File: src/rtl/pose_dead_reckoning_predictor_defines.svh
// assertion macros for the pose dead reckoning predictor
// used by files that carry concurrent checks, needs clk_i and rst_ni in scope
`ifndef POSE_DEAD_RECKONING_PREDICTOR_DEFINES_SVH
`define POSE_DEAD_RECKONING_PREDICTOR_DEFINES_SVH

// same-cycle implication
`define PDR_ASSERT_NOW(lbl, ante, cons) \
  lbl: assert property (@(posedge clk_i) disable iff (!rst_ni) (ante) |-> (cons)) \
    else $error("pdr check failed");

// next-cycle implication
`define PDR_ASSERT_NEXT(lbl, ante, cons) \
  lbl: assert property (@(posedge clk_i) disable iff (!rst_ni) (ante) |=> (cons)) \
    else $error("pdr check failed");

`endif

File: src/rtl/pdr_pkg.sv
// shared types, constants and helpers of the pose dead reckoning predictor
// no dependencies
package pdr_pkg;

  localparam int CORDIC_STEPS = 24;
  localparam int ITER_CNT_W   = 6;
  localparam int CW           = 34;  // trig datapath width, q2.30 plus headroom
  localparam int TW           = 36;  // rotated translation width
  localparam int PW           = TW + CW;

  localparam logic signed [CW-1:0] TWO_PI_Q28  = 34'sd1686629713;
  localparam logic signed [CW-1:0] PI_Q28      = 34'sd843314857;
  localparam logic signed [CW-1:0] HALF_PI_Q30 = 34'sd1686629713;
  localparam logic signed [CW-1:0] PI_Q30      = 34'sd3373259426;
  localparam logic signed [CW-1:0] GAIN_Q30    = 34'sd652032874;

  typedef struct packed {
    logic               action;
    logic signed [31:0] vec_x;
    logic signed [31:0] vec_y;
    logic signed [31:0] vec_z;
    logic signed [31:0] ang_x;
    logic signed [31:0] ang_y;
    logic signed [31:0] ang_z;
    logic signed [31:0] step_time;
  } pdr_in_t;

  typedef struct packed {
    logic signed [31:0] next_x;
    logic signed [31:0] next_y;
    logic signed [31:0] next_z;
    logic signed [31:0] next_roll;
    logic signed [31:0] next_pitch;
    logic signed [31:0] next_yaw;
  } pdr_out_t;

  localparam logic ACT_LOAD    = 1'b0;
  localparam logic ACT_PREDICT = 1'b1;

  // floor-truncated q2.30 arctangent of 2^-i
  function automatic logic signed [CW-1:0] atan_q30(input logic [4:0] i);
    logic signed [CW-1:0] r;
    case (i)
      5'd0: r = 34'sd843314856;
      5'd1: r = 34'sd497837829;
      5'd2: r = 34'sd263043836;
      5'd3: r = 34'sd133525158;
      5'd4: r = 34'sd67021686;
      5'd5: r = 34'sd33543515;
      5'd6: r = 34'sd16775850;
      5'd7: r = 34'sd8388437;
      5'd8: r = 34'sd4194282;
      5'd9: r = 34'sd2097149;
      default: begin
        if (i == 5'd31) r = '0;
        else r = (34'sd1 <<< (5'd30 - i)) - 34'sd1;
      end
    endcase
    return r;
  endfunction

  function automatic logic signed [31:0] sat32(input logic signed [71:0] v);
    logic signed [31:0] r;
    if (v > 72'sd2147483647) r = 32'sh7fffffff;
    else if (v < -72'sd2147483648) r = 32'sh80000000;
    else r = v[31:0];
    return r;
  endfunction

endpackage

File: src/rtl/pdr_cordic.sv
// iterative rotation-mode cordic, one micro-rotation per cycle
// depends on pdr_pkg
module pdr_cordic import pdr_pkg::*; (
  input  logic                 clk_i,
  input  logic                 rst_ni,
  input  logic                 start_i,
  input  logic signed [31:0]   angle_i,
  output logic                 done_o,
  output logic signed [CW-1:0] sin_o,
  output logic signed [CW-1:0] cos_o
);

  typedef enum logic [3:0] {
    C_IDLE = 4'b0001,
    C_FOLD = 4'b0010,
    C_ITER = 4'b0100,
    C_DONE = 4'b1000
  } cstate_e;

  cstate_e               state_q, state_d;
  logic [ITER_CNT_W-1:0] it_q, it_d;
  logic signed [CW-1:0]  x_q, x_d, y_q, y_d, z_q, z_d;
  logic                  neg_q, neg_d;
  logic signed [CW-1:0]  a_ext, z4, dx, dy;

  assign a_ext = {{(CW-32){angle_i[31]}}, angle_i};
  assign z4    = z_q <<< 2;
  assign dx    = y_q >>> it_q[4:0];
  assign dy    = x_q >>> it_q[4:0];

  always_comb begin
    state_d = state_q;
    it_d    = it_q;
    x_d     = x_q;
    y_d     = y_q;
    z_d     = z_q;
    neg_d   = neg_q;
    case (state_q)
      C_IDLE: begin
        if (start_i) begin
          // first reduction into [-pi, pi), kept in q4.28
          if (a_ext >= PI_Q28) z_d = a_ext - TWO_PI_Q28;
          else if (a_ext < -PI_Q28) z_d = a_ext + TWO_PI_Q28;
          else z_d = a_ext;
          state_d = C_FOLD;
        end
      end
      C_FOLD: begin
        x_d   = GAIN_Q30;
        y_d   = '0;
        it_d  = '0;
        neg_d = 1'b0;
        if (z4 > HALF_PI_Q30) begin
          z_d   = z4 - PI_Q30;
          neg_d = 1'b1;
        end else if (z4 < -HALF_PI_Q30) begin
          z_d   = z4 + PI_Q30;
          neg_d = 1'b1;
        end else begin
          z_d = z4;
        end
        state_d = C_ITER;
      end
      C_ITER: begin
        if (!z_q[CW-1]) begin
          x_d = x_q - dx;
          y_d = y_q + dy;
          z_d = z_q - atan_q30(it_q[4:0]);
        end else begin
          x_d = x_q + dx;
          y_d = y_q - dy;
          z_d = z_q + atan_q30(it_q[4:0]);
        end
        it_d = it_q + ITER_CNT_W'(1);
        if (it_q == ITER_CNT_W'(CORDIC_STEPS - 1)) state_d = C_DONE;
      end
      C_DONE: state_d = C_IDLE;
      default: state_d = C_IDLE;
    endcase
  end

  always_ff @(posedge clk_i or negedge rst_ni) begin
    if (!rst_ni) begin
      state_q <= C_IDLE;
      it_q    <= '0;
    end else begin
      state_q <= state_d;
      it_q    <= it_d;
    end
  end

  always_ff @(posedge clk_i) begin
    x_q   <= x_d;
    y_q   <= y_d;
    z_q   <= z_d;
    neg_q <= neg_d;
  end

  assign done_o = (state_q == C_DONE);
  assign cos_o  = neg_q ? -x_q : x_q;
  assign sin_o  = neg_q ? -y_q : y_q;

endmodule

File: config.mk
export PLATFORM = sky130hd
export DESIGN_NAME = pdr_cordic
export DESIGN_NICKNAME = d
export VERILOG_FILES = /design/src/rtl/pose_dead_reckoning_predictor_defines.svh /design/src/rtl/pdr_pkg.sv /design/src/rtl/pdr_cordic.sv
export SDC_FILE = /design/constraint.sdc
export NUM_CORES = 1
export LEC_CHECK = 0
export ABC_CLOCK_PERIOD_IN_PS = 8500
export BUFFER_PORTS_ARGS = -buffer_cell sky130_fd_sc_hd__buf_4
export CORE_MARGIN = 5
export CORE_UTILIZATION = 55
export CTS_BUF_LIST = sky130_fd_sc_hd__clkbuf_4 sky130_fd_sc_hd__clkbuf_8 sky130_fd_sc_hd__clkbuf_16
export CTS_CLUSTER_SIZE = 30
export DETAILED_ROUTE_END_ITERATION = 6
export PLACE_DENSITY = 0.73
export SLEW_MARGIN = 10
export SYNTH_ARGS = -nofsm -noshare
export SYNTH_HDL_FRONTEND = slang
export SYNTH_SLANG_ARGS = --single-unit
File: constraint.sdc
create_clock -name clk_i -period 8.5 [get_ports clk_i]
set_input_delay 1.7 -clock clk_i [delete_from_list [all_inputs] [get_ports clk_i]]
set_output_delay 1.7 -clock clk_i [all_outputs]
set_load 0.1 [all_outputs]
# Yosys cells after proc, flatten, opt, wreduce, memory -nomap -nowiden
# Index checks and enable logic that the tools add are counted.
# op_classes
n_reduce_logical	5
magnitude_cmp	4
add_sub_neg	15
eq_ne	17
shift	3
n_mux	24
# op_table
cell	n
2-to-1 mux 34 bit	15
one-hot mux 34 bit (10 select lines)	1
one-hot mux 34 bit (2 select lines)	2
adder 34 bit	3
one-hot mux 34 bit (3 select lines)	1
subtractor 34 bit	3
negation 34 bit	2
>>> shifter 34 x 5 -> 34 bit	2
adder 34 x 33 -> 34 bit (second input constant)	1
> comparator 34 x 32 -> 1 bit (second input constant)	1
less-than comparator 34 x 32 -> 1 bit (second input constant)	1
<<< shifter 2 x 5 -> 34 bit (first input constant)	1
subtractor 34 x 2 -> 34 bit (second input constant)	1
subtractor 34 x 33 -> 34 bit (second input constant)	1
adder 32 x 32 -> 33 bit (second input constant)	1
subtractor 32 x 32 -> 33 bit (second input constant)	1
>= comparator 32 x 31 -> 1 bit (second input constant)	1
less-than comparator 32 x 31 -> 1 bit (second input constant)	1
== test 5 x 3 -> 1 bit (second input constant)	4
one-hot mux 4 bit (3 select lines)	1
one-hot mux 6 bit (2 select lines)	1
== test 5 x 2 -> 1 bit (second input constant)	2
== test 5 x 4 -> 1 bit (second input constant)	2
2-to-1 mux 4 bit	2
other kinds (15)	17
# totals
input_bits	35
output_inout_bits	69
elab_cells	74
register_bits	113

# Longest topological paths before layout
# Gate-level depths: netlist of run 1.
# depth
word_depth	10
mapped_depth	28
depth_no_buf	24

# Worst setup path after synthesis of run 1
# Ideal clock, no wire load.
# synth_timing
path_type	register to register
from	reg it_q[1]
to	reg z_q[21], data pin
required_time_ps	8239
path_buffers	5
t_arrival_ps	6118
setup_time_ps	261
path_slack_ps	2121
path_stages_with_launch	26
synth_period_minus_slack_ps	6379
path_cell_list	dfrtp_1 -> buf_2 -> buf_4 -> inv_2 -> buf_1 -> ha_1 -> clkbuf_1 -> nand3b_1 -> a21oi_1 -> nor3_1 -> and2_1 -> a221oi_1 -> ha_1 -> a21oi_1 -> buf_2 -> xnor2_1 -> ha_1 -> nand3_1 -> o22ai_1 -> a2111oi_0 -> o2111ai_1 -> a311o_1 -> a21o_1 -> a2111oi_0 -> o41ai_1 -> a221o_1
# synth_between
elab_chain_len	10
elab_cells_between_ends	24
cone_classes	add/sub: 4; eq/ne: 10; shift: 1; mux: 8; reduce/logical: 1
# synth_lines
item	line	text
start: declaration	pdr_cordic.sv:21	logic [ITER_CNT_W-1:0] it_q, it_d;
start signal: assignment	pdr_cordic.sv:88	it_q <= it_d;
subtractor 5 bit	pdr_pkg.sv:56	else r = (34'sd1 <<< (5'd30 - i)) - 34'sd1;
<<< shifter 2 x 5 -> 34 bit	pdr_pkg.sv:56	
subtractor 34 x 2 -> 34 bit	pdr_pkg.sv:56	
2-to-1 mux 34 bit	pdr_pkg.sv:55	if (i == 5'd31) r = '0;
one-hot mux 34 bit (10 select lines) *	pdr_pkg.sv:43	case (i)
2-to-1 mux 34 bit	pdr_cordic.sv:65	if (!z_q[CW-1]) begin
2-to-1 mux 34 bit	pdr_cordic.sv:38	case (state_q)
subtractor 34 bit / adder 34 bit (equally long branches)	pdr_cordic.sv:68, pdr_cordic.sv:72	
2-to-1 mux 34 bit *	pdr_cordic.sv:65	
one-hot mux 34 bit (3 select lines) *	pdr_cordic.sv:38	
net z_d[21]	pdr_cordic.sv:22	logic signed [CW-1:0] x_q, x_d, y_q, y_d, z_q, z_d;
end signal: assignment	pdr_cordic.sv:95	z_q <= z_d;
end: declaration	pdr_cordic.sv:22	
# Mark *: on every way through the listed nets, which the timed path passes. The rest lies on a longest branch. The select of a mux whose other input is x is not followed.
# A chain may end at the register's enable or synchronous reset.

# Worst setup path in the final report of run 1
# layout_timing
from	reg it_q[0]
to	reg z_q[21], data pin
# Same word-level chain as after synthesis.

==> impl_metrics.csv, run 1 <==
group,metric,value,unit
outcome,status,"finished clean",
logic_synthesis,synth-main-ff-cell,"edfxtp_1",
detailed_routing,routed_via_density,7.003,
sta,fin_crit,7435,ps
detailed_routing,drtPass1Iterations,7,
critical_path,cp_cell_sequence,"inv_2 -> ha_1 -> buf_4 -> nor3b_1 -> o32ai_1 -> nor3_1 -> and2_1 -> a221oi_1 -> nand2_1 -> nor2_1 -> nor2_1 -> xor2_1 -> ha_1 -> a21oi_1 -> o22ai_1 -> a2111oi_0 -> o2111ai_1 -> a311o_1 -> a21o_1 -> a2111oi_0 -> o41ai_1 -> a221o_1",
sta,fin_setup_tns,0,ps
die,core,0.03856,mm2
cells_and_area,area.growth.synth_to_final,6.287,%
sta,rsz0062_at_grt,"no",
critical_path,reg2regPathDepth,22,
cells_and_area,diodes,0,
die,io_pins,104,
global_routing,grt.total_usage,34.67,%
logic_synthesis,synth_edf_count,103,
clock_network,numCtsBuffers,17,
detailed_routing,wl_per_cell,24.32,um
placed_design,portBuffers,103,
global_routing,grt_max_degree,79,
critical_path,cp.arrival,7650,ps
cells_and_area,fillCellCount,3565,
cells_and_area,drive_above_1_share,13.11,%
detailed_routing,num_vias,22430,
die,die_y,207.3,um
logic_synthesis,netlist.area_leader.share,14.44,%
die,die-area,0.04298,mm2
cells_and_area,nNetsFinal,2828,
sta,worst_slew_pin_slew,991.8,ps
sta,drv_slew,0,
detailed_routing,drtIter0Drc,2532,
detailed_routing,ant_nets,0,
clock_network,cts_sinks,113,
sta,setup_ws,1065,ps
global_routing,grt_overflow,0,
sta,timing.fmax,0.1345,GHz
logic_synthesis,netlist_instances,2729,
worst_hold_path,min_path_cells,1,
placed_design,dp_hpwl,57720,um
logic_synthesis,synth_nets,2885,
detailed_routing,routed_wl,77910,um
logic_synthesis,syn_area,0.02141,mm2
sta,hold_viol,0,
clock_network,clk_pin_slew,60,ps
logic_synthesis,ys_warn_count,0,
cells_and_area,post-route-util,59.03,%
sta,max-slew-margin-rel,33.63,%
critical_path,critical_path_class,"reg2reg",
logic_synthesis,synthArstFlopShare,8.850,%
clock_network,cts_setup_buffers,0,
die,die_w,207.3,um
detailed_routing,drc,0,
die,initial_core_util,55.54,%
sta,final.period_utilization,87.47,%
placed_design,post-place-ws,1173,ps
logic_synthesis,yosysSeqAreaShare,15.62,%
clock_network,clk_path_buf_depth,2,
critical_path,crit_path_start_kind,"register",
clock_network,cts_resized,0,
sta,setup_viol,0,
logic_synthesis,synth_seq_cells,113,
global_routing,antenna_found_initial,0,
sta,fin_skew,10.15,ps
clock_network,htree_levels,4,
critical_path,critPathRequiredTime,8720,ps
die,placementRows,72,
logic_synthesis,synth.distinct_cells,99,
sta,whs,536.7,ps
placed_design,place_congestion,1.025,
critical_path,crit_path_end_kind,"register",
logic_synthesis,post_synth.cell_area_avg,7.847,um2
clock_network,clkLatencyLatePin,470,ps
global_routing,first_global_vias,21210,
clock_network,hold_buffers,0,
global_routing,grt_pass1_wl,121100,um
job,drv_cap,0,
worst_hold_path,hold_path.class,"reg2reg",
critical_path,cp_max_fo,51,
clock_network,cts_tree,"built",
clock_network,cts_root_buf,"clkbuf_16",
critical_path,slowest_stage,"dfrtp_4",
logic_synthesis,ys_top_cells_by_area,"edfxtp_1 (14%), mux4_2 (7.2%), ha_1 (6.9%)",
logic_synthesis,synth_top_area_cell,"edfxtp_1",
critical_path,critPathMaxStageDelay,750,ps
[per-stage QoR]
step | cell area [um2] | cells
after floorplan | 21410 | 2729
after global placement | 22170 | 3171
after detailed placement | 22170 | 3171
after CTS | 22750 | 3203
after global routing | 22760 | 3203
final | 22760 | 3203
[worst max-delay path: cells and delay by family (launching register included)]
kind	cells	cell delay [ps]
AO/OA/AOI/OAI	11	4000
XOR/XNOR	1	190
adder cells (fa/ha/maj)	2	580
buffers and inverters	2	620
flip-flops	1	750
AND/OR/NAND/NOR	6	1020
[area by class of cell]
cell class | instances | area [um2] | share of cell area [%]
Clock buffer | 18 | 432.9 | 1.902
Tap cell | 518 | 648.1 | 2.848
Sequential cell | 113 | 3356 | 14.74
Multi-Input combinational cell | 2321 | 16810 | 73.86
Inverter | 79 | 297.8 | 1.308
Clock inverter | 14 | 140.1 | 0.6157
Timing Repair Buffer | 140 | 1076 | 4.728
[cell usage in the layout, fill, tap and decap left out, types with 11 or more instances in the layout]
cell         n
or3_1       29
nand2b_1    43
o31ai_1     38
ha_1       118
buf_4      138
nor3b_1     11
a21oi_1    205
o22ai_1     42
o21ai_0    178
xnor2_1    166
nand4_1     13
mux2_2      43
a221oi_1    22
a21boi_0    18
mux4_2      68
o211ai_1    29
mux2i_1     59
clkbuf_16   17
nor2_1     209
o21a_1      21
nand3_1     61
nor3_1      45
o221ai_1    29
a31oi_1     48
inv_1       73
a22oi_1     21
xor2_1     131
nand2_1    274
and3_1      26
and2_1      19
edfxtp_1   103
nor4_1      17
a21o_1      49
a2111oi_0   11
or2_2       30
or4_1       16
a211oi_1    27
nor2b_1     27
[cells in the mapped netlist (all sizes together), types with 14 or more instances]
library cell and instances:
a211oi 27, a21boi 19, a21o 49, a21oi 207
a221oi 22, a22oi 21, a31oi 50, and2 19
and3 27, buf 72, clkbuf 144, edfxtp 103
ha 118, inv 77, mux2 43, mux2i 59
mux4 71, nand2 274, nand2b 43, nand3 61
nand4 14, nor2 209, nor2b 27, nor3 45
nor4 18, o211ai 29, o21a 21, o21ai 180
o221ai 29, o22ai 42, o31ai 38, or2 31
or3 29, or4 16, xnor2 166, xor2 131
[sequential cells by signal, summed over array words and instances (netlist names)]
register and flops:
y_q 34, state_q 4, x_q 34, neg_q 1, z_q 34, it_q 6
[kinds of logic after synthesis]
logic type / Yosys count / synth area share, %
AO/OA/AOI/OAI: 868 / 26.78
adder cells (fa/ha/maj): 121 / 7.175
XOR/XNOR: 298 / 12.25
flip-flops: 113 / 15.62
buffers and inverters: 295 / 6.041
multiplexers: 173 / 12.54
AND/OR/NAND/NOR: 861 / 19.60
[worst paths after layout]
kind,start,end,slack [ps]
setup / recovery,it_q[0]$_DFFE_PN0N_,z_q[21]$_DFFE_PP_,1060
hold / removal,it_q[5]$_DFFE_PN0N_,it_q[5]$_DFFE_PN0N_,540
setup reg to reg,it_q[0]$_DFFE_PN0N_,z_q[21]$_DFFE_PP_,1060
hold reg to reg,it_q[5]$_DFFE_PN0N_,it_q[5]$_DFFE_PN0N_,540
max in group asynchronous,rst_ni,state_q[0]$_DFFE_PN1P_,7200
min in group asynchronous,rst_ni,state_q[1]$_DFFE_PN0P_,1060
[per-layer routing]
layer	global-route usage, %	share of wire, %
met2	56.32	46
met1	43.24	38
met5	0	0
met3	6.121	9.0
met4	20.57	6.8
Power of run 1 is not shown: default switching activity piles up to over one toggle a cycle in this logic, so the estimate is an artifact.
==> run 2, diff against run 1 <==
Settings changed: ABC_AREA set to 1, ABC_CLOCK_PERIOD_IN_PS 8500 to 6700, PLACE_DENSITY 0.73 to 0.82.
Clock period 8.5 ns to 6.7 ns, I/O delays scaled along.
==> run 2 against run 1 <==
Cell count rose by 47%. Area after synthesis rose by 10%. Clock skew rose by 4.3 ps. Die area rose by 9.7%. Wire length rose by 6.3%. Largest cell class unchanged. Hold slack got worse by 2.1 ps. Register-to-register slack got worse by 370 ps.
==> impl_metrics.csv, run 2 <==
group,metric,value,unit
clock_network,cts_resized,0,
sta,final.period_utilization,89.56,%
placed_design,portBuffers,103,
global_routing,grt_max_degree,66,
logic_synthesis,ys_warn_count,0,
logic_synthesis,yosysMostFrequentCell,"nand2_1",
clock_network,cts_setup_buffers,0,
global_routing,antenna_found_initial,1,
cells_and_area,fillCellCount,4252,
logic_synthesis,yosysSeqAreaShare,14.18,%
sta,timing.fmax,0.1667,GHz
clock_network,cts_tree,"built",
critical_path,cp.arrival,6230,ps
logic_synthesis,synth_seq_cells,113,
critical_path,crit_path_start_kind,"register",
cells_and_area,post-route-util,59.24,%
critical_path,crit_path_end_kind,"register",
sta,fin_setup_tns,0,ps
clock_network,cts_root_buf,"clkbuf_16",
cells_and_area,nNetsFinal,4310,
placed_design,placedInstanceArea,0.02445,mm2
clock_network,cts_sinks,113,
critical_path,critPathRequiredTime,6930,ps
detailed_routing,drtPass1Iterations,6,
cells_and_area,area.growth.synth_to_final,6.019,%
die,placementRows,75,
logic_synthesis,ys_top_cells_by_area,"nand2_1 (20%), edfxtp_1 (13%), nand3_1 (12%)",
global_routing,first_global_vias,25630,
clock_network,clk_pin_slew,60,ps
logic_synthesis,netlist_instances,4171,
cells_and_area,multiInputGateArea,0.01793,mm2
die,die_y,217.1,um
cells_and_area,final_common_cell,"nand2_1",
clock_network,hold_buffers,0,
die,io_pins,104,
critical_path,critical_path_class,"reg2reg",
outcome,status,"finished clean",
logic_synthesis,syn_area,0.02359,mm2
detailed_routing,routed_via_density,6.059,
detailed_routing,routed_wl,82840,um
clock_network,clk_path_buf_depth,2,
die,core,0.04223,mm2
logic_synthesis,ys_top_cells_by_count,"nand2_1 (1,258), nand3_1 (550), nor2_1 (386), inv_1 (375), o21ai_0 (273)",
critical_path,cp_max_fo,33,
detailed_routing,num_vias,28510,
logic_synthesis,netlist.area_leader.share,20.01,%
logic_synthesis,synthArstFlopShare,8.850,%
clock_network,clkLatencyLatePin,490,ps
logic_synthesis,post_synth.cell_area_avg,5.657,um2
logic_synthesis,synth_top_area_cell,"nand2_1",
placed_design,dp_hpwl,64050,um
worst_hold_path,hold_path.class,"reg2reg",
clock_network,htree_levels,4,
sta,rsz0062_at_grt,"no",
logic_synthesis,synth_nets,4327,
logic_synthesis,synth.distinct_cells,70,
placed_design,place_congestion,1.062,
detailed_routing,drc,0,
sta,fin_crit,6000,ps
detailed_routing,wl_per_cell,17.61,um
detailed_routing,drtIter0Drc,3673,
sta,setup_viol,0,
logic_synthesis,synth_edf_count,103,
logic_synthesis,synth-main-ff-cell,"edfxtp_1",
die,initial_core_util,55.87,%
sta,fin_skew,14.48,ps
sta,hold_viol,0,
sta,drv_slew,0,
sta,worst_slew_pin_slew,1214,ps
cells_and_area,most-common-layout-cells,"nand2_1 (1,258), nand3_1 (550), nor2_1 (383)",
cells_and_area,stdcell_area,0.02501,mm2
global_routing,grt.total_usage,33.71,%
sta,max-slew-margin-rel,18.02,%
cells_and_area,ff_latch_area,0.003349,mm2
die,die_w,217.1,um
cells_and_area,diodes,0,
job,drv_cap,0,
clock_network,numCtsBuffers,17,
global_routing,grt_pass1_wl,130900,um
global_routing,grt_overflow,0,
detailed_routing,ant_nets,0,
die,die-area,0.04714,mm2
cells_and_area,reg_top3,"x_q (34), y_q (34), z_q (34)",
cells_and_area,drive_above_1_share,6.241,%
run 2: through the flow:
step / setup WS, ps / std cells / hold WS, ps
after floorplan: 1764 / 4171 / 456.0
after global placement: 908.5 / 4674 / 507.5
after detailed placement: 793.3 / 4674 / 508.4
after CTS: 771.5 / 4705 / 520.1
after global routing: 45.04 / 4705 / 541.8
final: 699.6 / 4705 / 534.6
run 2: final cells by class:
type / instances / area share (%)
well taps: 539 / 2.696
multi-input cells: 3488 / 71.66
clock buffers: 19 / 1.761
clock inverters: 12 / 0.4752
inverters: 403 / 6.082
repair buffers: 131 / 3.932
flip-flops and latches: 113 / 13.39
run 2: kinds of logic (layout without fill, tap and decap cells):
| family | after synthesis | count (layout) | share of synthesized area [%] |
|---|---|---|---|
| fa+ha+maj | 121 | 121 | 6.512 |
| compound gates | 685 | 685 | 15.92 |
| flops | 113 | 113 | 14.18 |
| xor+xnor | 225 | 225 | 8.464 |
| simple gates | 2457 | 2457 | 44.99 |
| buf+inv | 570 | 565 | 9.943 |
run 2: worst max-delay path, stage by stage (launching register included):
cell and delay [ps]:
dfrtp_2 770, ha_1 420, xnor2_2 160, nor2_1 240, nand2_1 120, inv_1 70
nand2_1 80, ha_1 280, nor2_1 40, o21ai_1 320, ha_1 230, nand3_1 70
o21ai_1 550, inv_4 130, xor2_1 190, ha_1 380, a21oi_1 190, inv_1 70
a31oi_1 190, nand2_1 70, a21oi_1 180, inv_1 120, a21oi_1 270, o21ai_0 140
or2_2 300, nand3_1 70, nand3_1 80
run 2: path summary, 6_finish.rpt:
kind                                          start                     end  slack [ps]  depth (start not counted)
worst max-delay path            it_q[1]$_DFFE_PN0N_       z_q[19]$_DFFE_PP_         700                         26
worst min-delay path            it_q[5]$_DFFE_PN0N_     it_q[5]$_DFFE_PN0N_         530                          1
worst min register to register  it_q[5]$_DFFE_PN0N_     it_q[5]$_DFFE_PN0N_         530                          1
max in group asynchronous                    rst_ni  state_q[0]$_DFFE_PN1P_        5760                          1
worst max register to register  it_q[1]$_DFFE_PN0N_       z_q[19]$_DFFE_PP_         700                         26
min in group asynchronous                    rst_ni     it_q[5]$_DFFE_PN0N_         690                          1
run 2: layer usage:
metal  track usage [%]  vias to the layer above  routed length [um]
met5                 0                        -                  11
met4             19.63                        2                5314
met3             5.517                      343                7961
met2             53.86                     1591               36730
met1             43.13                    12680               32820
li1                  -                    13900                   -
Power of run 2 is left out for the same reason.
